===== src/rtl/core/pixel_store_with_hsb_convert_macros.svh =====
// ----------------------------------------------------------------------------
// Pixel store assertion macros
// Concurrent assertion wrappers used by the pixel store back end. Defining
// ASSERT_OFF compiles them away.
// ----------------------------------------------------------------------------
`ifndef PIXEL_STORE_WITH_HSB_CONVERT_MACROS_SVH
`define PIXEL_STORE_WITH_HSB_CONVERT_MACROS_SVH
`ifndef ASSERT_OFF
// Checks that prop holds at every rising clock edge outside reset.
`define PSH_ASSERT(name, clk, rst, prop) \
   name: assert property (@(posedge clk) disable iff (rst) prop) \
      else $error("%m: assertion failed");
// Checks that expr is never true outside reset.
`define PSH_NEVER(name, clk, rst, expr) \
   name: assert property (@(posedge clk) disable iff (rst) !(expr)) \
      else $error("%m: forbidden condition seen");
`else
`define PSH_ASSERT(name, clk, rst, prop)
`define PSH_NEVER(name, clk, rst, expr)
`endif
`endif


===== src/rtl/core/psh_pkg.sv =====
// ----------------------------------------------------------------------------
// Pixel store package
// Types, command codes and conversion constants shared by the pixel store.
// ----------------------------------------------------------------------------
`default_nettype none

package psh_pkg;

   localparam int unsigned MAX_PIXELS_DEFAULT = 1024;

   // Command queue between the front and back ends.
   localparam int unsigned QUEUE_DEPTH = 4;
   localparam int unsigned QPTR_W      = $clog2(QUEUE_DEPTH);

   // Wide enough for any chain length or pixel count in the parameter range.
   localparam int unsigned EXT_W = 17;

   localparam int unsigned HUE_MAX     = 360;
   localparam int unsigned HUE_SECTOR  = 120;
   localparam int unsigned HUE_SECTOR2 = 240;
   localparam int unsigned WEIGHT_MAX  = 60;
   localparam int unsigned CHAN_MAX    = 255;

   // Channel value is base plus floor(n / 15300); the quotient is estimated
   // with a reciprocal and then corrected by at most one.
   localparam int unsigned HSB_DIV   = 15300;
   localparam int unsigned HSB_SHIFT = 32;
   localparam logic [18:0] HSB_RECIP = 19'((64'd1 << HSB_SHIFT) / 64'(HSB_DIV));

   typedef enum logic [1:0] {
      OP_WRITE_RGB = 2'd0,
      OP_WRITE_HSB = 2'd1,
      OP_CLEAR     = 2'd2,
      OP_READ      = 2'd3
   } op_type;

   typedef enum logic [1:0] {
      BK_IDLE,
      BK_HSB,
      BK_CLEAR,
      BK_READ
   } back_state_type;

   typedef enum logic [1:0] {
      PH_WEIGHT,
      PH_SCALE,
      PH_RECIP,
      PH_FIX
   } hsb_phase_type;

   // Per-channel sector distances (red, green, blue), saturation, and the
   // lightness blend split into a multiplier and an additive base.
   typedef struct packed {
      logic [2:0][6:0] sector_dist;
      logic [7:0]      sat;
      logic [6:0]      mult;
      logic [7:0]      base;
   } hsb_req_type;

   typedef struct packed {
      op_type      op;
      logic        hit;
      logic [9:0]  pixel_index;
      logic [23:0] color_word;
      hsb_req_type hsb;
   } cmd_type;

endpackage

`default_nettype wire


===== src/rtl/core/psh_front.sv =====
// ----------------------------------------------------------------------------
// Pixel store front end
// Holds the chain length register, classifies incoming commands and queues
// them for the back end.
// ----------------------------------------------------------------------------
`default_nettype none

module psh_front #(
   parameter int unsigned MAX_PIXELS = psh_pkg::MAX_PIXELS_DEFAULT,
   localparam int unsigned CNT_W = $clog2(MAX_PIXELS + 1)
) (
   input  wire logic             clock,
   input  wire logic             reset,
   input  wire logic             csr_write_enable,
   input  wire logic [10:0]      csr_write_data,
   input  wire logic             req_push,
   output      logic             req_full,
   input  wire logic [1:0]       req_opcode,
   input  wire logic [9:0]       req_pixel_index,
   input  wire logic [23:0]      req_color_word,
   input  wire logic [8:0]       req_hue,
   input  wire logic [7:0]       req_saturation,
   input  wire logic [7:0]       req_level,
   output      logic [CNT_W-1:0] count_o,
   output      psh_pkg::cmd_type head_o,
   output      logic             head_valid_o,
   input  wire logic             pop_i
);
   import psh_pkg::*;

   logic [10:0]       chain_length_ff;
   logic [EXT_W-1:0]  len_ext;
   logic [EXT_W-1:0]  max_ext;
   logic [EXT_W-1:0]  cnt_ext;
   logic [8:0]        hue_c;
   logic [8:0]        dr;
   logic [8:0]        dg;
   logic [8:0]        db;
   cmd_type           cmd;
   cmd_type           queue_mem [QUEUE_DEPTH];
   logic [QPTR_W-1:0] wr_ptr_ff;
   logic [QPTR_W-1:0] rd_ptr_ff;
   logic [QPTR_W:0]   fill_ff;
   logic              push_ok;
   logic              pop_ok;

   always_ff @(posedge clock) begin
      if (reset) begin
         chain_length_ff <= '0;
      end else if (csr_write_enable) begin
         chain_length_ff <= csr_write_data;
      end
   end

   // Pixels in use are those below both the chain length and the memory depth.
   assign len_ext = EXT_W'(chain_length_ff);
   assign max_ext = EXT_W'(MAX_PIXELS);
   assign cnt_ext = (len_ext < max_ext) ? len_ext : max_ext;
   assign count_o = cnt_ext[CNT_W-1:0];

   // Hue sector distances.
   always_comb begin
      hue_c = (req_hue > 9'(HUE_MAX)) ? 9'(HUE_MAX) : req_hue;
      if (hue_c < 9'(HUE_SECTOR)) begin
         dr = 9'(HUE_SECTOR) - hue_c;
         dg = hue_c;
         db = '0;
      end else if (hue_c < 9'(HUE_SECTOR2)) begin
         dr = '0;
         dg = 9'(HUE_SECTOR2) - hue_c;
         db = hue_c - 9'(HUE_SECTOR);
      end else begin
         dr = hue_c - 9'(HUE_SECTOR2);
         dg = '0;
         db = 9'(HUE_MAX) - hue_c;
      end
   end

   always_comb begin
      cmd.op                 = op_type'(req_opcode);
      cmd.hit                = EXT_W'(req_pixel_index) < cnt_ext;
      cmd.pixel_index        = req_pixel_index;
      cmd.color_word         = req_color_word;
      cmd.hsb.sector_dist[0] = dr[6:0];
      cmd.hsb.sector_dist[1] = dg[6:0];
      cmd.hsb.sector_dist[2] = db[6:0];
      cmd.hsb.sat            = req_saturation;
      // In the upper half the lightness blend is (255-L)*C/15300 plus 2L-255,
      // and both pieces fit in the low seven bits of the level.
      if (req_level[7]) begin
         cmd.hsb.mult = ~req_level[6:0];
         cmd.hsb.base = {req_level[6:0], 1'b1};
      end else begin
         cmd.hsb.mult = req_level[6:0];
         cmd.hsb.base = '0;
      end
   end

   assign req_full     = (fill_ff == (QPTR_W + 1)'(QUEUE_DEPTH));
   assign head_valid_o = (fill_ff != '0);
   assign head_o       = queue_mem[rd_ptr_ff];
   assign push_ok      = req_push && !req_full;
   assign pop_ok       = pop_i && head_valid_o;

   always_ff @(posedge clock) begin
      if (push_ok) begin
         queue_mem[wr_ptr_ff] <= cmd;
      end
   end

   always_ff @(posedge clock) begin
      if (reset) begin
         wr_ptr_ff <= '0;
         rd_ptr_ff <= '0;
         fill_ff   <= '0;
      end else begin
         if (push_ok) begin
            wr_ptr_ff <= wr_ptr_ff + QPTR_W'(1);
         end
         if (pop_ok) begin
            rd_ptr_ff <= rd_ptr_ff + QPTR_W'(1);
         end
         if (push_ok && !pop_ok) begin
            fill_ff <= fill_ff + (QPTR_W + 1)'(1);
         end else if (pop_ok && !push_ok) begin
            fill_ff <= fill_ff - (QPTR_W + 1)'(1);
         end
      end
   end

endmodule

`default_nettype wire


===== config.mk =====
export PLATFORM = sky130hd
export DESIGN_NAME = psh_front
export DESIGN_NICKNAME = d
export VERILOG_FILES = /design/src/rtl/core/pixel_store_with_hsb_convert_macros.svh /design/src/rtl/core/psh_pkg.sv /design/src/rtl/core/psh_front.sv
export SDC_FILE = /design/constraint.sdc
export NUM_CORES = 1
export LEC_CHECK = 0
export ABC_AREA = 1
export ABC_CLOCK_PERIOD_IN_PS = 5350
export BUFFER_PORTS_ARGS = -buffer_cell sky130_fd_sc_hd__buf_2
export CORE_MARGIN = 2
export CORE_UTILIZATION = 40
export DETAILED_ROUTE_END_ITERATION = 8
export PLACE_DENSITY = 0.65
export SLEW_MARGIN = 10
export SYNTH_ARGS = -nofsm -noshare
export SYNTH_HDL_FRONTEND = slang
export SYNTH_SLANG_ARGS = --single-unit

===== constraint.sdc =====
create_clock -name clock -period 5.35 [get_ports clock]
set_input_delay 1.07 -clock clock [delete_from_list [all_inputs] [get_ports clock]]
set_output_delay 1.07 -clock clock [all_outputs]
set_load 0.02 [all_outputs]

======== Word-level counts from Yosys, hierarchy flattened ========
Memory sizes are Yosys's and may differ from the RTL's. A register that Yosys moved wholly into a read port is not among the register bits.
Index checks and enable logic that the tools add are counted.
storage, ports and cells
  register bits after elaboration ......... 18
  bits in writable memories ............... 324
  input port bits ......................... 77
  output and inout bits ................... 94
  logic and storage cells ................. 45
  memories kept ........................... 1
cells by class
  add/sub/neg operators ................... 9
  $lt $le $gt $ge ......................... 5
  equality and inequality tests ........... 1
  multiplexer cells ....................... 15
  bitwise logic cells ..................... 1
  reductions and logical operators ........ 9
memories
  name       depth  bits a word  rd ports  clocked after memory_dff  wr ports  line             RTL
  queue_mem  4      81           1         1                         1         psh_front.sv:40  cmd_type queue_mem [QUEUE_DEPTH];
operators by type and width
  kind                                                   number
  two-way mux 7 bit                                      6
  subtractor 7 bit (first input constant)                3
  two-way mux 15 bit                                     1
  subtractor 7 bit (second input constant)               2
  < comparator 10 x 11 -> 1 bit                          1
  < comparator 11 bit (second input constant)            1
  two-way mux 11 bit                                     1
  greater-than comparator 9 bit (second input constant)  1
  < comparator 9 x 7 -> 1 bit (second input constant)    1
  < comparator 9 x 8 -> 1 bit (second input constant)    1
  two-way mux 9 bit                                      1
  inverter 7 bit                                         1
  two-way mux 3 bit                                      2
  adder 2 x 1 -> 2 bit (second input constant)           2
  logical AND 1 bit                                      4
  two-way mux 2 bit                                      2
  adder 3 x 1 -> 3 bit (second input constant)           1
  equality test 3 bit (second input constant)            1
  logical NOT 1 bit                                      3
  nonzero test 3 bit                                     1
  subtractor 3 x 1 -> 3 bit (second input constant)      1
  two-way mux 1 bit                                      2
  nonzero test 2 bit                                     1

======== Logic depth before layout (Yosys ltp) ========
Gate-level depths: netlist of run 1.
  word-level depth ........................ 7
  gate-level depth with buffers ........... 17
  depth with buffers taken out ............ 17

======== Least setup slack after synthesis of run 1 ========
No wires, ideal clock.
  kind .................................... input-to-reg
  start point ............................. in req_push
  end point ............................... mem queue_mem[0][0] (netlist name), enable pin
  data arrival time ....................... 4.768 ns
  required time ........................... 4.829 ns
  slack ................................... 0.061 ns
  stages .................................. 4
  cells stage by stage .................... inv_1 nor2_1 inv_1 nor2_1
on the way
  cells in the longest elaborated chain, start to end .. 3
ends and longest elaborated chain
  item                                     line              RTL
  start: declaration                       psh_front.sv:16   input wire logic req_push,
  logical AND 1 bit                        psh_front.sv:102  assign push_ok = req_push && !req_full;
  named net push_ok                        psh_front.sv:44   logic push_ok;
  two-way mux 1 bit                        psh_front.sv:106  if (push_ok) begin
  two-way mux 1 bit (implied by the code)  psh_front.sv:107  queue_mem[wr_ptr_ff] <= cmd;
  end: declaration                         psh_front.sv:40
The timed path passes the listed nets, and every way through them passes these cells.

==> summary.md, run 1 <==
| Metric | Value |
|---|---|
| Outcome | finished, final reports clean |
| Row Count | 68 |
| Routing usage on met3 | 3.61% |
| Gp weighted congestion | 0.758 |
| Global routing's busiest layer | met2 |
| GRT met1 Usage | 22.6% |
| Mapped Cells | 1073 |
| CTS Hold Bufs | 0 |
| Detailed Route Iter0 Violations | 716 |
| Avg Inst Size Synth | 12.9 um^2 |
| CTS clk-pin slew, worst paths | 60 ps |
| Cell Area, Placed | 0.0152 mm^2 |
| Setup CP Type | reg2out |
| Crit end category | output pin |
| Die height | 190 um |
| CP delay by family, top | buffers and inverters |
| Final Setup Violations | 0 |
| Critical path buffers and inverters | 2 |
| Die extent in x | 190 um |
| Nets@finish | 1337 |
| Layout fillers | 3115 |
| Post-CTS Resized | 0 |
| CTS Buffer Depth | 3 |
| Cell chain of the critical path | buf_4 -> o21ai_0 -> o22ai_1 -> buf_2 |
| Max Fclk | 243 MHz |
| Pwr/cell area | 474 mW/mm^2 |
| CP arrival | 3050 ps |
| Register bit total from synthesis | 344 |
| Initial Util | 40.4% |
| TritonRoute pass-1 iters | 7 |
| Crit path largest cell delay | 880 ps |
| Post-DP HPWL | 16900 um |
| Slew HR | 29.3% |
| DP Worst Slack | 1700 ps |
| Root Buffer | clkbuf_16 |
| GRT Total Usage | 16.6% |
| Core ar. | 0.0344 mm^2 |
| CTS tree | done |
| Post-CTS setup buffer count | 0 |
| Grt total ovfl | 0 |
| Post-synth cell types | 40 |
| Inst Count DP | 1646 |
| Mapped Area | 0.0139 mm^2 |
| Total negative slack | 0 ps |
| Worst Path Max Fanout | 83 |
| Pins Over Slew Limit | 0 |
| Post-layout min period | 4120 ps |
| Register area share after synthesis | 73.0% |
| Routed wire per std cell | 17.8 um |
| Maximum vdd drop | 0.247 mV |
| Syn. warnings | 0 |
| Total power | 7.77 mW |
| Routed vias/inst | 5.14 |
| Die ar. | 0.0362 mm^2 |
| Worst hold path type | reg2reg |
| Syn_nets | 1180 |
| Met2 Use GR | 26.7% |
| Initial antenna violation count | 3 |
| # DRC | 0 |
| Area grow syn2layout | 18.1% |
| Port Buffer Count | 170 |
| Skew final | 15.6 ps |
| Fin. Hold Viols | 0 |
| Largest net degree at the start of global routing | 102 |
| CP max stage cell | dfxtp_4 |
| DR vias | 8807 |
| Leakage | 5.95 nW |
| H-tree levels | 2 |
| Worst setup margin | 1230 ps |
| RSZ-0062 raised after global routing | false |
| # IOs | 171 |
| Vias in the first global route | 8575 |
| TritonCTS buffer count | 37 |
| Non-Filler Instances | 1715 |
| Tcrit/Tclk final | 76.9% |
| Skew-Pair Late Insertion Delay | 510 ps |
| Clock sinks | 344 |
| Global-route wire length before repair | 46700 um |
| Required @ worst endpoint | 4280 ps |
| Number of routed nets with antenna violations | 0 |
| Drt total wl | 30500 um |
| Worst setup SP type | flop |
| Max_cap viols | 0 |
| Layout cell share with drive strength beyond 1 | 21.1% |
| Actual slew at the worst max-slew pin | 1060 ps |
| Post-route cell area | 0.0164 mm^2 |
-- path summary, 6_finish.rpt --
path | from | end | slack [ps] | cells after the start
worst max register to register | fill_ff[0] | queue_mem[0][6] | 2850 | 5
worst min register to register | chain_length_ff[9] | chain_length_ff[9] | 460 | 2
worst max-delay path | flop | head_o[33] | 1230 | 4
worst min-delay path | chain_length_ff[9] | chain_length_ff[9] | 460 | 2
-- where the power goes --
part | internal, mW | leakage, nW | switching [mW]
clock network | 1.46 | 0.573 | 0.984
registers | 3.29 | 3.15 | 0.122
logic | 0.556 | 2.23 | 1.37
-- registers in the layout, indices dropped and copies added, names as in the netlist, named ones only --
name and cells:
rd_ptr_ff 2, queue_mem 324, chain_length_ff 11, wr_ptr_ff 2
fill_ff 3
-- stage by stage --
stage | hold slack (ps) | util (%)
finish | 460 | 47.7
global route | 477 | 47.7
CTS | 462 | 47.6
detailed placement | 454 | 44.2
global placement | 449 | 44.2
floorplan | 441 | -
-- metal layers --
metal	share of wire, %	up-vias
met4	2.4	4
li1	-	4241
met3	5.7	59
met2	46	218
met1	46	4285
met5	0.099	-
-- area by class of cell --
type,instances,area [um^2],area share (%)
diodes,1,2.50,0.0153
clock inverters,19,143,0.871
flip-flops and latches,344,10100,61.9
clock buffers,49,1030,6.31
multi-input cells,627,3350,20.5
well taps,455,569,3.48
inverters,42,170,1.04
repair buffers,178,973,5.94
-- Yosys cell counts --
cell,n,share of area [%]
a211oi_1,4,0.22
a21oi_1,22,0.79
a21oi_2,2,0.13
a221oi_1,1,0.063
buf_2,1,0.036
buf_4,1,0.054
buf_6,1,0.081
buf_8,1,0.11
clkbuf_1,56,1.5
clkinv_1,1,0.027
dfxtp_1,20,2.9
edfxtp_1,324,70
fa_1,1,0.14
ha_1,29,2.6
inv_1,36,0.97
inv_2,3,0.081
inv_6,2,0.13
nand2_1,77,2.1
nand2_2,3,0.14
nand2_4,3,0.24
nand2_8,1,0.14
nand3_1,11,0.40
nand3_2,4,0.29
nand3_4,1,0.13
nand3b_1,1,0.054
nor2_1,189,5.1
nor2_2,1,0.045
nor3_1,2,0.072
nor3_2,1,0.072
nor3b_1,3,0.16
nor4_1,1,0.045
o211ai_2,1,0.090
o21a_1,1,0.054
o21ai_0,171,6.2
o21ai_2,3,0.19
o22ai_1,81,3.7
o22ai_2,3,0.27
or2_2,2,0.090
xnor2_1,2,0.13
xor2_1,6,0.38
-- cells by family after synthesis --
logic type               synth area share, %
AO/OA/AOI/OAI                           11.6
buffers and inverters                   3.00
adder cells (fa/ha/maj)                 2.76
flip-flops                              73.0
XOR/XNOR                               0.505
AND/OR/NAND/NOR                         9.07
-- worst register-to-register path, stage by stage, from the launching register on --
cell and delay [ps]:
dfxtp_1 410, nor3_1 100, nor2_1 200, inv_1 250, nor2_4 720, buf_12 400
-- layout by cell type, fill, tap and decap left out, types with 22 or more instances in the layout --
cell type	count
a21oi_1	22
buf_2	170
clkbuf_16	39
edfxtp_1	324
ha_1	29
inv_1	35
nand2_1	77
nor2_1	185
o21ai_0	171
o22ai_1	81
No activity file was read; power rests on OpenSTA's default activity.
==> inputs of run 2 (changes only) <==
ABC_AREA = 0   (was 1)
ABC_CLOCK_PERIOD_IN_PS = 4200   (was 5350)
PLACE_DENSITY = 0.63   (was 0.65)
clock period = 4.2 ns   (was 5.35 ns; I/O delays follow)
==> run 2 against run 1 <==
Effect of this change: combinational power grew 32%; via count shrank 22%; clock power grew 20%; core utilization grew 0.58 points; worst setup slack lost 150 ps; largest cell class unchanged.
==> summary.md, run 2 <==
| Metric | Value |
|---|---|
| Outcome | finished, final reports clean |
| Most frequent cells in the layout | 324 x edfxtp_1, 170 x buf_2, 81 x mux4_2, 37 x clkbuf_16, 32 x nor2_1 |
| Nets@finish | 972 (-27%) |
| Internal cell power | 6.94 mW (+31%) |
| Post-layout min period | 3120 ps |
| Pwr/cell area | 605 mW/mm^2 (+28%) |
| Worst setup SP type | flop |
| Port Buffer Count | 170 (unchanged) |
| Register bit total from synthesis | 344 (unchanged) |
| Leading area contributor after synthesis | edfxtp_1 |
| Core ar. | 0.0335 mm^2 (-2.4%) |
| Post-synth top flop | edfxtp_1 |
| Post-DP HPWL | 16200 um (-4.4%) |
| RSZ-0062 raised after global routing | false |
| Crit end category | output pin |
| Largest register FFs | 324 (unchanged) |
| Clk pwr share | 29.9% (-1.5 points) |
| Post-CTS Resized | 0 (unchanged) |
| Die ar. | 0.0356 mm^2 (-1.6%) |
| CTS clk-pin slew, worst paths | 60 ps (about the same) |
| Initial antenna violation count | 0 (-3) |
| Routed wire per std cell | 19.5 um (+10%) |
| Routing usage on met3 | 2.96% (-0.65 points) |
| Grt total ovfl | 0 (unchanged) |
| Area grow syn2layout | 18.5% |
| Skew-Pair Late Insertion Delay | 510 ps (about the same) |
| Cell Area, Placed | 0.0151 mm^2 (-0.77%) |
| Syn. warnings | 0 (unchanged) |
| Fin. Hold Viols | 0 (unchanged) |
| Crit path largest cell delay | 620 ps (-260 ps) |
| Largest net degree at the start of global routing | 79 (-23%) |
| Global routing's busiest layer | met2 |
| Post-route cell area | 0.0162 mm^2 (-1.3%) |
| Routed vias/inst | 5.10 (-0.75%) |
| CP arrival | 2280 ps (-770 ps) |
| Worst Path Max Fanout | 78 (-6.0%) |
| Mapped Cells | 677 (-37%) |
| Die height | 189 um (-0.79%) |
| Avg Inst Size Synth | 20.2 um^2 (+56%) |
| Vias in the first global route | 7204 (-16%) |
| Register area | 0.0101 mm^2 (about the same) |
| Largest Register | queue_mem |
| Most common cell after layout, fill and taps aside | edfxtp_1 |
| Die extent in x | 189 um (-0.79%) |
| CP delay by family, top | buffers and inverters |
| EDFF count, synth | 324 (unchanged) |
| Multi-input gate area | 0.00331 mm^2 (-1.3%) |
| Biggest regs | queue_mem: 324 flops, chain_length_ff: 11 flops, fill_ff: 3 flops |
| Net Switching | 2.84 mW (+15%) |
| Leakage | 5.65 nW (-5.1%) |
| Required @ worst endpoint | 3360 ps (-920 ps) |
| TritonRoute pass-1 iters | 5 (-2) |
| Most instantiated cells after synthesis | 324 x edfxtp_1, 81 x mux4_2, 32 x nor2_1, 29 x ha_1, 26 x a21oi_1 |
| H-tree levels | 2 (unchanged) |
| Final Setup Violations | 0 (unchanged) |
| Maximum vdd drop | 0.409 mV (+66%) |
| Initial Util | 40.7% (+0.35 points) |
| Clock sinks | 344 (unchanged) |
| # IOs | 171 (unchanged) |
| Global-route wire length before repair | 41000 um (-12%) |
| Register area share after synthesis | 74.2% (+1.2 points) |
| # DRC | 0 (unchanged) |
| CP max stage cell | mux4_2 |
| Max Fclk | 321 MHz |
| Layout cell share with drive strength beyond 1 | 36.9% (+16 points) |
| Gp weighted congestion | 0.820 (+8.2%) |
| CTS Hold Bufs | 0 (unchanged) |
| Worst setup margin | 1080 ps (-153 ps) |
| Row Count | 67 (-1.5%) |
| Met2 Use GR | 23.3% (-3.4 points) |
| Root Buffer | clkbuf_16 |
| GRT met1 Usage | 21.3% (-1.3 points) |
| Skew final | 12.0 ps (-3.59 ps) |
| Reg power frac | 44.3% (+0.4 points) |
| Syn_nets | 784 (-34%) |
| Sw Share | 29.1% (-2.8 points) |
| Top post-synthesis cells by area | edfxtp_1 71%, mux4_2 13%, dfxtp_1 2.9% |
| Area share of the largest cell type after synthesis | 71.3% (+1.1 points) |
| Number of routed nets with antenna violations | 0 (unchanged) |
| Comb power frac | 25.9% (+1.2 points) |
| Post-CTS setup buffer count | 0 (unchanged) |
| Tcrit/Tclk final | 74.2% |
| Layout fillers | 2853 (-8.4%) |
| Non-Filler Instances | 1340 (-22%) |
| Post-synth cell types | 56 (+40%) |
| GRT Total Usage | 14.8% (-1.8 points) |
| Slew HR | 54.7% (+25 points) |
| Top-count cell post-synth | edfxtp_1 |
| WHS | 492 ps (+31.7 ps) |
| Setup CP Type | reg2out |
| Worst hold path type | reg2reg |
| Critical path buffers and inverters | 2 (unchanged) |
| Pins Over Slew Limit | 0 (unchanged) |
| CTS Buffer Depth | 3 (unchanged) |
| DP Worst Slack | 954 ps (-745 ps) |
| Mapped Area | 0.0136 mm^2 (-1.6%) |
| Inst Count DP | 1275 (-23%) |
| Max_cap viols | 0 (unchanged) |
| Cell chain of the critical path | buf_12 -> mux4_2 -> buf_2 |
| DR vias | 6830 (-22%) |
| Detailed Route Iter0 Violations | 462 (-35%) |
| Actual slew at the worst max-slew pin | 680 ps (-379 ps) |
| Asr flop ratio synth | 0% (unchanged) |
| Drt total wl | 26200 um (-14%) |
| Total negative slack | 0 ps (unchanged) |
| CTS tree | done |
| TritonCTS buffer count | 36 (-2.7%) |
==> run 2: per-stage QoR <==
step | power, mW | util (%)
finish | 9.79 | 48.2
global route | 10.3 | 48.2
CTS | 9.96 | 48.2
detailed placement | 7.02 | 45.0
global placement | 6.99 | 45.0
floorplan | 6.17 | -
==> run 2: layout make-up <==
cell class	count	area share [%]
sequential	344	62.7
multi-input combinational	284	20.5
tap	448	3.47
clock inverter	20	0.774
inverter	18	0.433
antenna	1	0.0155
timing repair buffer	181	6.23
clock buffer	44	5.95
==> run 2: kinds of logic (layout without fill, tap and decap cells) <==
| kind of cell | after synthesis | count (layout) | synth area share [%] |
|---|---|---|---|
| compound gates | 63 | 63 | 3.09 |
| buf+inv | 49 | 263 | 1.60 |
| simple gates | 87 | 87 | 3.31 |
| flops | 344 | 344 | 74.2 |
| fa+ha+maj | 30 | 30 | 2.81 |
| other cells | 0 | 1 | 0 |
| xor+xnor | 9 | 9 | 0.578 |
| mux | 95 | 95 | 14.4 |
==> run 2: final timing paths <==
kind	slack, ps	start	to	cells past startpoint
max	1080	flop	head_o[6]	3
min	490	fill_ff[2]	fill_ff[2]	2
max reg2reg	1840	fill_ff[0]	fill_ff[2]	8
min reg2reg	490	fill_ff[2]	fill_ff[2]	2
==> run 2: power by group through the flow <==
stage	combinational (mW)	clock (mW)	sequential [mW]
finish	2.53	2.92	4.33
global route	2.74	3.15	4.37
CTS	2.61	3.01	4.34
detailed placement	2.61	0	4.41
global placement	2.59	0	4.40
floorplan	1.81	0	4.36
==> run 2: worst reg2reg max path: cells and delay by family (launching register included) <==
kind	cells	cell delay, ps
and+or+nand+nor	3	860
adders and majority gates	2	660
DFF	1	410
xor gates and xnor gates	1	170
AOI/OAI and AO/OA	1	130
buffers and inverters	1	60
==> run 2: per-layer routing <==
| metal | vias up | routed length [um] |
|---|---|---|
| li1 | 3125 | - |
| met1 | 3474 | 12000 |
| met2 | 189 | 12300 |
| met3 | 42 | 1460 |
| met4 | 0 | 494 |
| met5 | - | 0 |
