**config.mk**
```make
export PLATFORM = sky130hd
export DESIGN_NAME = psh_hsb
export DESIGN_NICKNAME = d
export VERILOG_FILES = /design/src/rtl/core/pixel_store_with_hsb_convert_macros.svh /design/src/rtl/core/psh_pkg.sv /design/src/rtl/core/psh_hsb.sv
export SDC_FILE = /design/constraint.sdc
export NUM_CORES = 1
export LEC_CHECK = 0
export ABC_AREA = 0
export BUFFER_PORTS_ARGS = -buffer_cell sky130_fd_sc_hd__buf_2
export CAP_MARGIN = 5
export CORE_MARGIN = 3
export CORE_UTILIZATION = 40
export CTS_BUF_LIST = sky130_fd_sc_hd__clkbuf_8
export DETAILED_ROUTE_END_ITERATION = 7
export SETUP_SLACK_MARGIN = 0.2
export SLEW_MARGIN = 40
export SYNTH_ARGS = -nofsm -noshare
export SYNTH_HDL_FRONTEND = slang
export SYNTH_SLANG_ARGS = --single-unit
```
**constraint.sdc**
```tcl
create_clock -name clock -period 7 [get_ports clock]
set_clock_uncertainty 0.1 [all_clocks]
set_input_delay 0.7 -clock clock [delete_from_list [all_inputs] [get_ports clock]]
set_output_delay 0.7 -clock clock [all_outputs]
set_load 0.005 [all_outputs]
```
**src/rtl/core/pixel_store_with_hsb_convert_macros.svh**
```systemverilog
// ----------------------------------------------------------------------------
// Pixel store assertion macros
// Concurrent assertion wrappers used by the pixel store back end. Defining
// ASSERT_OFF compiles them away.
// ----------------------------------------------------------------------------
`ifndef PIXEL_STORE_WITH_HSB_CONVERT_MACROS_SVH
`define PIXEL_STORE_WITH_HSB_CONVERT_MACROS_SVH
`ifndef ASSERT_OFF
// Checks that prop holds at every rising clock edge outside reset.
`define PSH_ASSERT(name, clk, rst, prop) \
   name: assert property (@(posedge clk) disable iff (rst) prop) \
      else $error("%m: assertion failed");
// Checks that expr is never true outside reset.
`define PSH_NEVER(name, clk, rst, expr) \
   name: assert property (@(posedge clk) disable iff (rst) !(expr)) \
      else $error("%m: forbidden condition seen");
`else
`define PSH_ASSERT(name, clk, rst, prop)
`define PSH_NEVER(name, clk, rst, expr)
`endif
`endif

```
**src/rtl/core/psh_pkg.sv**
```systemverilog
// ----------------------------------------------------------------------------
// Pixel store package
// Types, command codes and conversion constants shared by the pixel store.
// ----------------------------------------------------------------------------
`default_nettype none

package psh_pkg;

   localparam int unsigned MAX_PIXELS_DEFAULT = 1024;

   // Command queue between the front and back ends.
   localparam int unsigned QUEUE_DEPTH = 4;
   localparam int unsigned QPTR_W      = $clog2(QUEUE_DEPTH);

   // Wide enough for any chain length or pixel count in the parameter range.
   localparam int unsigned EXT_W = 17;

   localparam int unsigned HUE_MAX     = 360;
   localparam int unsigned HUE_SECTOR  = 120;
   localparam int unsigned HUE_SECTOR2 = 240;
   localparam int unsigned WEIGHT_MAX  = 60;
   localparam int unsigned CHAN_MAX    = 255;

   // Channel value is base plus floor(n / 15300); the quotient is estimated
   // with a reciprocal and then corrected by at most one.
   localparam int unsigned HSB_DIV   = 15300;
   localparam int unsigned HSB_SHIFT = 32;
   localparam logic [18:0] HSB_RECIP = 19'((64'd1 << HSB_SHIFT) / 64'(HSB_DIV));

   typedef enum logic [1:0] {
      OP_WRITE_RGB = 2'd0,
      OP_WRITE_HSB = 2'd1,
      OP_CLEAR     = 2'd2,
      OP_READ      = 2'd3
   } op_type;

   typedef enum logic [1:0] {
      BK_IDLE,
      BK_HSB,
      BK_CLEAR,
      BK_READ
   } back_state_type;

   typedef enum logic [1:0] {
      PH_WEIGHT,
      PH_SCALE,
      PH_RECIP,
      PH_FIX
   } hsb_phase_type;

   // Per-channel sector distances (red, green, blue), saturation, and the
   // lightness blend split into a multiplier and an additive base.
   typedef struct packed {
      logic [2:0][6:0] sector_dist;
      logic [7:0]      sat;
      logic [6:0]      mult;
      logic [7:0]      base;
   } hsb_req_type;

   typedef struct packed {
      op_type      op;
      logic        hit;
      logic [9:0]  pixel_index;
      logic [23:0] color_word;
      hsb_req_type hsb;
   } cmd_type;

endpackage

`default_nettype wire

```
**src/rtl/core/psh_hsb.sv**
```systemverilog
// ----------------------------------------------------------------------------
// Pixel store HSB converter
// Converts one hue/saturation/level request to packed RGB, one channel at a
// time, four steps per channel.
// ----------------------------------------------------------------------------
`default_nettype none

module psh_hsb (
   input  wire logic                 clock,
   input  wire logic                 reset,
   input  wire logic                 start_i,
   input  wire psh_pkg::hsb_req_type req_i,
   output      logic                 done_o,
   output      logic [23:0]          rgb_o
);
   import psh_pkg::*;

   hsb_phase_type   phase_ff;
   hsb_phase_type   phase_in;
   logic [1:0]      chan_ff;
   logic [1:0]      chan_in;
   logic            busy_ff;
   logic            busy_in;
   logic            done_ff;
   logic            done_in;
   hsb_req_type     req_ff;
   logic [2:0][7:0] rgb_ff;
   logic [14:0]     c_ff;
   logic [21:0]     n_ff;
   logic [7:0]      q0_ff;
   logic [6:0]      dist_sel;
   logic [5:0]      weight;
   logic [15:0]      sat_w;
   logic [15:0]     c_calc;
   logic [40:0]     recip_prod;
   logic [21:0]     q_back;
   logic [21:0]     rem;
   logic [7:0]      q_fix;
   logic [7:0]      chan_val;

   assign dist_sel = req_ff.sector_dist[chan_ff];
   assign weight   = (dist_sel > 7'(WEIGHT_MAX)) ? 6'(WEIGHT_MAX) : dist_sel[5:0];
   assign sat_w    = 16'(req_ff.sat) * 16'(weight);
   assign c_calc   = (sat_w << 1)
                   + 16'(WEIGHT_MAX) * 16'(8'(CHAN_MAX) - req_ff.sat);

   assign recip_prod = 41'(n_ff) * 41'(HSB_RECIP);

   // The reciprocal estimate is at most one short of the true quotient.
   assign q_back   = 22'(q0_ff) * 22'(HSB_DIV);
   assign rem      = n_ff - q_back;
   assign q_fix    = q0_ff + 8'(rem >= 22'(HSB_DIV));
   assign chan_val = req_ff.base + q_fix;

   always_comb begin
      phase_in = phase_ff;
      chan_in  = chan_ff;
      busy_in  = busy_ff;
      done_in  = 1'b0;
      if (!busy_ff) begin
         if (start_i) begin
            busy_in  = 1'b1;
            phase_in = PH_WEIGHT;
            chan_in  = '0;
         end
      end else begin
         case (phase_ff)
            PH_WEIGHT: phase_in = PH_SCALE;
            PH_SCALE:  phase_in = PH_RECIP;
            PH_RECIP:  phase_in = PH_FIX;
            PH_FIX: begin
               phase_in = PH_WEIGHT;
               if (chan_ff == 2'd2) begin
                  busy_in = 1'b0;
                  done_in = 1'b1;
                  chan_in = '0;
               end else begin
                  chan_in = chan_ff + 2'd1;
               end
            end
            default: phase_in = PH_WEIGHT;
         endcase
      end
   end

   always_ff @(posedge clock) begin
      if (reset) begin
         phase_ff <= PH_WEIGHT;
         chan_ff  <= '0;
         busy_ff  <= 1'b0;
         done_ff  <= 1'b0;
      end else begin
         phase_ff <= phase_in;
         chan_ff  <= chan_in;
         busy_ff  <= busy_in;
         done_ff  <= done_in;
      end
   end

   always_ff @(posedge clock) begin
      if (!busy_ff && start_i) begin
         req_ff <= req_i;
      end
      if (busy_ff) begin
         case (phase_ff)
            PH_WEIGHT: c_ff <= c_calc[14:0];
            PH_SCALE:  n_ff <= 22'(req_ff.mult) * 22'(c_ff);
            PH_RECIP:  q0_ff <= recip_prod[HSB_SHIFT+7:HSB_SHIFT];
            PH_FIX:    rgb_ff[chan_ff] <= chan_val;
            default:   c_ff <= c_ff;
         endcase
      end
   end

   assign done_o = done_ff;
   assign rgb_o  = {rgb_ff[2], rgb_ff[1], rgb_ff[0]};

endmodule

`default_nettype wire

```
[Yosys cells after proc, flatten, opt, wreduce, memory -nomap -nowiden]
Index checks and enable logic that the tools add are counted.
Cells by class
  add/subtract/negate cells: 6
  $mul: 5
  magnitude comparators: 4
  equal/unequal tests: 5
  multiplexer cells: 17
  bitwise operators: 2
  reduce and logical (&&, ||, !) cells: 11
Operators by type and width (count)
  22-bit by 17-bit multiplier with 38-bit output, second input constant: 1
  24-bit bitwise mux: 1
  22-bit by 14-bit >= comparator with 1-bit output, second input constant: 1
  7-bit by 15-bit multiplier with 22-bit output: 1
  22-bit subtractor: 1
  8-bit by 12-bit multiplier with 20-bit output, second input constant: 1
  8-bit demux with 2-bit select: 1
  4-bit by 16-bit multiplier with 13-bit output, first input constant: 1
  15-bit adder: 1
  7-bit binary-select mux with 2-bit select: 1
  8-bit by 6-bit multiplier with 14-bit output: 1
  2-bit two-way mux: 5
  2-bit AND reduction: 5
  8-bit by 8-bit subtractor with 9-bit output, first input constant: 1
  8-bit by 1-bit adder with 8-bit output: 1
  8-bit adder: 1
  8-bit two-way mux: 1
  2-bit one-hot mux with 4 select lines: 1
  7-bit by 6-bit greater-than comparator with 1-bit output, second input constant: 1
  7-bit two-way mux: 1
  2-bit == test, second input constant: 3
  6-bit two-way mux: 1
  1-bit two-way mux: 5
  2-bit by 3-bit < comparator with 1-bit output, second input constant: 1
  other kinds (10): 12
Storage, ports and cells
  register bits: 119
  bits of input ports: 47
  word-level logic and storage cells: 66

[Depth between registers and ports, before layout]
Gate-level depths: netlist of the first run.
  depth in word-level cells: 6
  depth in mapped cells: 33
  gate-level depth less buffers: 33

[Worst setup path before layout of the first run]
Ideal clock, no wire load.
  kind: register to register
  start: register q0_ff[5]
  end: register rgb_ff (netlist bit rgb_o[14]) (data pin)
  setup time: 0.267 ns
  arrival: 7.361 ns
  required time: 6.633 ns
  setup slack: -0.728 ns
  cell stages (with the launch flop): 28
  path buffers: 0
  period minus slack after synthesis: 7.728 ns
  path through: edfxtp_1 fa_1 inv_1 fa_1 inv_1 fa_1 fa_1 ha_1 a21o_1 a21o_1 a41o_1 nor2_1 xor2_1 ha_1 inv_1 nor3_1 a41oi_1 xor2_1 o2111ai_1 or3_1 or4_1 fa_1 fa_1 a21o_1 a21oi_1 o21bai_1 a21oi_1 xnor2_1
Between the ends
  word-level cells in the longest chain between the ends: 6
RTL lines
  start: declaration: RTL line psh_hsb.sv:30  | logic [7:0] q0_ff;
  start signal: assignment: RTL line psh_hsb.sv:108  | PH_RECIP: q0_ff <= recip_prod[HSB_SHIFT+7:HSB_SHIFT];
  8-bit by 12-bit multiplier with 20-bit output: RTL line psh_hsb.sv:50  | assign q_back = 22'(q0_ff) * 22'(HSB_DIV);
  22-bit subtractor: RTL line psh_hsb.sv:51  | assign rem = n_ff - q_back;
  22-bit by 14-bit >= comparator with 1-bit output: RTL line psh_hsb.sv:52  | assign q_fix = q0_ff + 8'(rem >= 22'(HSB_DIV));
  8-bit by 1-bit adder with 8-bit output *: RTL line psh_hsb.sv:52
  8-bit adder *: RTL line psh_hsb.sv:53  | assign chan_val = req_ff.base + q_fix;
  net chan_val[6]: RTL line psh_hsb.sv:39  | logic [7:0] chan_val;
  24-bit bitwise mux *: RTL line psh_hsb.sv:109  | PH_FIX: rgb_ff[chan_ff] <= chan_val;
  end signal: indexed assignment: RTL line psh_hsb.sv:109
  end: declaration: RTL line psh_hsb.sv:27  | logic [2:0][7:0] rgb_ff;
Mark *: on every way through the listed nets, which the timed path passes. The rest lies on a longest branch.
A chain may end at the register's enable or synchronous reset.

[Worst setup path after layout of the first run]
  start: register q0_ff[2]
  end: register rgb_ff (netlist bit rgb_o[14]) (data pin)
Same word-level chain as after synthesis.

==> results of run 1 <==
[kinds of logic after synthesis]
| kind of cell | after synthesis | synth area share |
|---|---|---|
| compound gates | 205 | 0.08423 |
| xor+xnor | 84 | 0.04755 |
| fa+ha+maj | 483 | 0.4706 |
| buf+inv | 330 | 0.07859 |
| flops | 117 | 0.2191 |
| mux | 10 | 0.006351 |
| simple gates | 308 | 0.09359 |
[metrics by stage]
| step | area, um^2 | setup slack [ns] |
|---|---|---|
| floorplan | 15890 | -0.1274 |
| global placement | 17310 | -0.3715 |
| detailed placement | 17320 | -0.6295 |
| CTS | 17870 | -0.4207 |
| global route | 18070 | -0.7679 |
| finish | 18070 | -0.5200 |
[path summary, 6_finish.rpt]
path                                 start                        to  slack, ns  cells after the start
setup reg to reg        q0_ff[2]$_DFFE_PP_       rgb_o[14]$_DFFE_PP_      -0.52                     30
setup / recovery        q0_ff[2]$_DFFE_PP_       rgb_o[14]$_DFFE_PP_      -0.52                     30
hold reg to reg   phase_ff[0]$_SDFFE_PP0P_  phase_ff[0]$_SDFFE_PP0P_       0.49                      2
hold / removal                    req_i[4]       req_ff[4]$_DFFE_PP_       0.32                      1
[metal layers]
layer	vias to the layer above	global-route usage	wire, um
li1	5397	-	-
met1	5404	0.2118	14880
met2	91	0.3027	17100
met3	38	0.01875	495
met4	0	0.04547	700
met5	-	0	0
[state kept, by name, summed over array words and instances (netlist names)]
name / flops
c_ff: 14
busy_ff: 1
chan_ff: 2
rgb_o: 24
phase_ff: 2
done_o: 1
q0_ff: 8
n_ff: 21
req_ff: 44
[cell type report]
type / instances / area (um^2) / area share
inverter: 314 / 1179 / 0.06522
clock buffer: 17 / 234.0 / 0.01295
timing repair buffer: 148 / 963.4 / 0.05331
tap: 518 / 648.1 / 0.03587
clock inverter: 15 / 181.4 / 0.01004
sequential: 117 / 3453 / 0.1911
multi-input combinational: 1090 / 11410 / 0.6315
[what timing repair did]
action,4_1_cts,5_1_grt
buffers inserted,9,5
setup endpoints to repair,21,22
resized for setup,14,29
pin swaps,13,22
[cell usage in the layout, fill, tap and decap left out, types with 8 or more instances in the layout]
| cell type | netlist | layout |
|---|---|---|
| nor2b_1 | 16 | 13 |
| clkbuf_8 | 0 | 17 |
| o21ai_0 | 35 | 33 |
| mux2i_1 | 10 | 10 |
| fa_1 | 183 | 177 |
| nor2_1 | 55 | 55 |
| a21o_1 | 27 | 27 |
| nand3_1 | 12 | 12 |
| o21a_1 | 10 | 10 |
| ha_1 | 300 | 287 |
| buf_4 | 0 | 69 |
| xnor2_1 | 51 | 47 |
| ha_4 | 0 | 12 |
| nand2_1 | 110 | 110 |
| buf_2 | 0 | 71 |
| nor3_1 | 32 | 30 |
| inv_1 | 314 | 307 |
| nand2b_1 | 8 | 8 |
| o21bai_1 | 16 | 16 |
| and2_1 | 45 | 44 |
| a21oi_1 | 65 | 57 |
| buf_6 | 0 | 8 |
| xor2_1 | 32 | 32 |
| edfxtp_1 | 111 | 111 |
[cell usage after synthesis, types with 6 or more instances]
master    instances
and2_1           45
nand3_1          12
a21o_1           27
clkbuf_1         16
or3_1             7
nor2_1           55
nor2b_1          16
inv_1           314
o21a_1           10
o21ai_0          35
edfxtp_1        111
a21oi_1          65
nand2_1         110
dfxtp_1           6
xor2_1           32
or2_2             6
fa_1            183
mux2i_1          10
nand2b_1          8
xnor2_1          51
o21bai_1         16
nor3_1           32
a31oi_1           7
ha_1            300
==> flow_summary.toml, run 1 <==
[run_status]
status = "finished with violations"
violations = "setup timing"

[logic_synthesis]
seq_area_frac_synth = 0.2191
synthDistinctLibCells = 53
yosysTopAreaCellShare = 0.2382
ys_ff_latch = 117
synth_nets = 2067
ys_warn_count = 0
synth_edf_count = 111
synth_top_area_cell = "ha_1"
syn_area_mm2 = 0.01576
synthCells = 1537
async_flop_share = 0
synthFlopType = "edfxtp_1"
avgSynthCellArea_um2 = 10.25
synth.area.top_cells = "ha_1, fa_1, edfxtp_1"

[sta]
whs_ns = 0.3181
setup-violations-final = 18
tightest_slew_ns = 0.8361
relSlewSlack = 0.4412
maxSlewViolCount = 0
period_share = 1.074
clock.fmax_mhz = 133.0
rsz0062_at_grt = "true"
hold_violations = 0
setup-tns-final_ns = -6.806
fin_crit_ns = 7.520
setup_slack_ns = -0.5200

[finish]
finish.utilization = 0.4654
num-fill-cells = 3659
diodes = 0
drive_above_1_share = 0.1417
fin_cells = 2219
fin_nets = 2218
synthToLayoutAreaGrowth_pct = 14.65

[critical_path]
slowest_stage = "fa_2"
path_class = "flip-flop to flip-flop"
endpoint_kind = "flip-flop"
cp-start-kind = "flip-flop"
critical-path-max-stage-delay_ns = 0.56
cpLargestDelayFamily = "adder cells"
cp_max_fo = 3
cp_num_buf_inv = 5
cp.arrival_ns = 7.62
critPathMostFrequentCell = "a21oi_2"
cp.required_ns = 7.10

[place]
numPortBuffers = 71
placed_cells = 2173
place_hpwl_mm = 27.40
place_congestion = 0.8237

[detailed_routing]
finalWirelength_mm = 33.17
drt_iter0_drc = 352
routed_via_density = 4.926
ant_nets = 0
wire_per_inst_um = 14.95
drtPass1Iterations = 4
num_vias = 10930
drc_errors = 0

[floorplan]
dieArea_mm2 = 0.04182
start_util = 0.4059
core_region_area_mm2 = 0.03883
die_height_um = 204.5
floorplan.rows = 72
dieWidth_um = 204.5
io_pins = 72

[clock_network]
path_clk_slew_ns = 0.09
cts_tree = "done"
cts_max_level = 4
cts_buffer_depth = 2
cts_sinks = 117
root_buffer = "clkbuf_8"
clock_latency_ns = 0.45
holdBufCountCts = 0
numCtsBuffers = 17

[global_route]
track_usage = 0.1672
grt_pass1_wl_mm = 56.27
grt_max_degree = 37
grt_pass1_vias = 11653
grt-ovfl-total = 0
antenna_found_initial = 0

[job]
cap_violations = 0

[worst_hold_path]
worst_hold_path_type = "input port to flip-flop"
Power of run 1 is left out: the tool's default activity adds up to more than one toggle a clock period on the data nets, which glitch-free logic cannot reach.
==> run 2: changes to the inputs <==
- RECOVER_POWER: not set -> 50
==> flow_summary.toml, run 2 (synthesis results as in run 1) <==
[floorplan]
start_util = 0.4059
core_region_area_mm2 = 0.03883
die_height_um = 204.5
io_pins = 72
dieWidth_um = 204.5
floorplan.rows = 72
dieArea_mm2 = 0.04182

[detailed_routing]
drt_iter0_drc = 346
finalWirelength_mm = 33.17
drtPass1Iterations = 4
routed_via_density = 4.925
drc_errors = 0
ant_nets = 0
wire_per_inst_um = 14.95
num_vias = 10929

[clock_network]
cts_tree = "done"
root_buffer = "clkbuf_8"
cts_buffer_depth = 2
path_clk_slew_ns = 0.09
cts_max_level = 4
cts_sinks = 117
holdBufCountCts = 0
clock_latency_ns = 0.45
numCtsBuffers = 17

[critical_path]
cp.required_ns = 7.10
r2r-start = "q0_ff[2]$_DFFE_PP_"
cp.arrival_ns = 7.62
slowest_stage = "fa_2"
critPathLaunch = "q0_ff[2]$_DFFE_PP_"
cp_num_buf_inv = 5
critPathMostFrequentCell = "a21oi_2"
critical-path-max-stage-delay_ns = 0.56
cpLargestDelayFamily = "adder cells"
path_class = "flip-flop to flip-flop"
cp_max_fo = 3
cp-start-kind = "flip-flop"
endpoint_kind = "flip-flop"

[finish]
largest_reg_flops = 44
fin_nets = 2218
drive_above_1_share = 0.1382
regMostFlops = "req_ff"
synthToLayoutAreaGrowth_pct = 14.54
diodes = 0
num-fill-cells = 3663
final_common_cell = "inv_1"
layout_common_cells = "inv_1, ha_1, fa_1, edfxtp_1, nand2_1"

[sta]
period_share = 1.074
setup_slack_ns = -0.5200
setup-violations-final = 18
clock.fmax_mhz = 133.0
tightest_slew_ns = 1.374
fin_crit_ns = 7.520
maxSlewViolCount = 0
rsz0062_at_grt = "true"
relSlewSlack = 0.08327
whs_ns = 0.3181
hold_violations = 0

[global_route]
grt-ovfl-total = 0
grt_pass1_vias = 11653
antenna_found_initial = 0
track_usage = 0.1672
grt_max_degree = 37
grt_pass1_wl_mm = 56.27

[place]
place_congestion = 0.8237
place_hpwl_mm = 27.40
numPortBuffers = 71

[run_status]
status = "finished with violations"
violations = "setup timing"

[job]
cap_violations = 0

[worst_hold_path]
worst_hold_path_type = "input port to flip-flop"
worstHoldStart = "req_i[4]"
run 2: cell types whose count changed in the layout (fill, tap and decap cells not counted), sizes merged:
cell | previous run | this run
buf | 148 | 144
clkbuf | 17 | 21
run 2: final cells by class:
| type | count | area [um^2] | share of cell area |
|---|---|---|---|
| Sequential cell | 117 | 3453 | 0.1913 |
| Timing Repair Buffer | 148 | 953.4 | 0.05281 |
| Multi-Input combinational cell | 1090 | 11400 | 0.6317 |
| Inverter | 314 | 1179 | 0.06529 |
| Clock inverter | 15 | 181.4 | 0.01005 |
| Clock buffer | 17 | 234.0 | 0.01296 |
| Tap cell | 518 | 648.1 | 0.03590 |
run 2: per-layer routing:
| layer | track usage | wire length [um] | up-vias |
|---|---|---|---|
| li1 | - | - | 5399 |
| met1 | 0.2118 | 14880 | 5401 |
| met2 | 0.3027 | 17090 | 91 |
| met3 | 0.01875 | 495 | 38 |
| met4 | 0.04547 | 700 | 0 |
| met5 | 0 | 0 | - |
run 2: worst paths after layout:
path | slack (ns) | depth (start not counted) | to
worst max register to register | -0.52 | 30 | rgb_o[14]$_DFFE_PP_
worst max-delay path | -0.52 | 30 | rgb_o[14]$_DFFE_PP_
worst min register to register | 0.49 | 2 | phase_ff[0]$_SDFFE_PP0P_
worst min-delay path | 0.32 | 1 | req_ff[4]$_DFFE_PP_
run 2: worst reg2reg max path: cells and delay by family, from the launching register on:
family,cells,cell delay [ns]
xor+xnor,3,0.47
fa+ha+maj,7,2.87
compound gates,13,2.12
flops,1,0.50
simple gates,2,0.79
buf+inv,5,0.43
run 2: through the flow:
step	instances	setup TNS (ns)	worst slack [ns]	cell area, um^2	util
final	2219	-6.798	-0.5200	18050	0.4649
after global routing	2219	-11.56	-0.7679	18050	0.4649
after CTS	2214	-4.975	-0.4207	17870	0.4603
after detailed placement	2173	-7.671	-0.6295	17320	0.4460
after global placement	2173	-3.301	-0.3715	17310	0.4459
after floorplan	1537	-0.3821	-0.1274	15890	-
run 2: timing repair:
action,in CTS,in global routing
setup buffers,9,5
setup endpoints to repair,21,22
gates resized for setup,14,29
pin swaps,13,22
Power of run 2 is left out for the same reason.
==> run 3: changes to the inputs <==
- CORE_MARGIN: 3 -> 8
- RECOVER_POWER: 50 -> 100
==> flow_summary.toml, run 3 (synthesis results as in run 1) <==
[critical_path]
critPathLaunch = "q0_ff[2]$_DFFE_PP_"
reg2reg_depth = 27
cp_max_fo = 3
cp.required_ns = 7.08
endpoint_kind = "flip-flop"
cp-start-kind = "flip-flop"
path_class = "flip-flop to flip-flop"
r2r-start = "q0_ff[2]$_DFFE_PP_"
cp.arrival_ns = 7.48

[finish]
num-fill-cells = 3668
fin_cells = 2215
diodes = 0
layout_common_cells = "inv_1, ha_1, fa_1, edfxtp_1, nand2_1"
synthToLayoutAreaGrowth_pct = 13.34
final_common_cell = "inv_1"
drive_above_1_share = 0.1179
seq_area_mm2 = 0.003453
multi_input_area_mm2 = 0.01130
fin_nets = 2214
regMostFlops = "req_ff"
largest_reg_flops = 44

[detailed_routing]
num_vias = 10917
finalWirelength_mm = 33.68
routed_via_density = 4.929
drtPass1Iterations = 5
drc_errors = 0
drt_iter0_drc = 358
wire_per_inst_um = 15.21
ant_nets = 0

[clock_network]
root_buffer = "clkbuf_8"
clock_latency_ns = 0.45
cts_sinks = 117
cts_tree = "done"
numCtsBuffers = 17
cts_max_level = 4
path_clk_slew_ns = 0.09
cts_buffer_depth = 2

[place]
place_hpwl_mm = 28.06
place_congestion = 0.8505
placed_cells = 2173
numPortBuffers = 71

[sta]
clock.fmax_mhz = 135.1
tightest_slew_ns = 2.616
setup_slack_ns = -0.4020
setup-tns-final_ns = -3.586
period_share = 1.057
relSlewSlack = -0.7439
hold_violations = 0
rsz0062_at_grt = "true"
maxSlewViolCount = 45
fin_crit_ns = 7.402
setup-violations-final = 18

[floorplan]
core_region_area_mm2 = 0.03874
die_height_um = 214.5
dieWidth_um = 214.5
dieArea_mm2 = 0.04601
floorplan.rows = 72
start_util = 0.4069
io_pins = 72

[global_route]
grt_pass1_vias = 11756
antenna_found_initial = 0
track_usage = 0.1495
grt_max_degree = 45
grt_pass1_wl_mm = 57.01
grt-ovfl-total = 0

[worst_hold_path]
worst_hold_path_type = "input port to flip-flop"
hold_depth = 1
worstHoldStart = "req_i[0]"

[run_status]
status = "finished with violations"
violations = "capacitance limit, slew limit, setup timing"

[job]
cap_violations = 1
==> run 3: changes by cell type in the layout (fill, tap and decap cells not counted), sizes merged <==
cell	delta
clkbuf	+18
buf	-22
==> run 3: layout make-up <==
cell class | count | share of cell area
clock inverter | 15 | 0.01002
tap | 518 | 0.03628
timing repair buffer | 144 | 0.04889
multi-input combinational | 1090 | 0.6324
sequential | 117 | 0.1933
inverter | 314 | 0.06598
clock buffer | 17 | 0.01310
==> run 3: repair_timing <==
action | in CTS | in global routing
pin swaps | 17 | 14
setup endpoints to repair | 21 | 23
hold buffers | 0 | 0
resized for setup | 7 | 12
gates cloned | 0 | 0
buffers inserted | 9 | 1
==> run 3: path summary, 6_finish.rpt <==
check | end | slack, ns
hold / removal | req_ff[0]$_DFFE_PP_ | 0.32
setup reg to reg | rgb_o[14]$_DFFE_PP_ | -0.40
setup / recovery | rgb_o[14]$_DFFE_PP_ | -0.40
hold reg to reg | phase_ff[0]$_SDFFE_PP0P_ | 0.49
==> run 3: through the flow <==
stage	hold WS (ns)	utilization	setup WS, ns	area [um^2]
after floorplan	0.4367	-	-0.1274	15890
after global placement	0.4622	0.4470	-0.3619	17310
after detailed placement	0.4660	0.4470	-0.5106	17320
after CTS	0.2815	0.4605	-0.4096	17840
after global routing	0.2820	0.4612	-0.7371	17860
final	0.3213	0.4612	-0.4020	17860
==> run 3: critical path, stage by stage (launching register included) <==
cell       delay (ns)
edfxtp_1         0.49
fa_2             0.66
inv_1            0.06
fa_1             0.49
inv_1            0.06
fa_1             0.51
fa_1             0.46
ha_4             0.26
a21oi_1          0.12
nor2b_1          0.08
a211oi_2         0.29
xor2_1           0.20
ha_1             0.26
a21o_1           0.18
a21oi_2          0.14
o21bai_1         0.10
a41oi_2          0.18
xor2_1           0.16
o2111ai_1        0.10
or3_1            0.33
or4_4            0.44
fa_2             0.38
fa_2             0.39
a21o_1           0.17
a21oi_2          0.14
o21bai_1         0.10
a21oi_2          0.16
xnor2_2          0.10
==> run 3: layer usage <==
layer	vias to the layer above	GRT usage	wire length [um]
met4	0	0.03862	582
met1	5389	0.1836	15010
li1	5379	-	-
met3	34	0.01678	747
met5	-	0	0
met2	115	0.2746	17340
Power of run 3 is left out for the same reason.
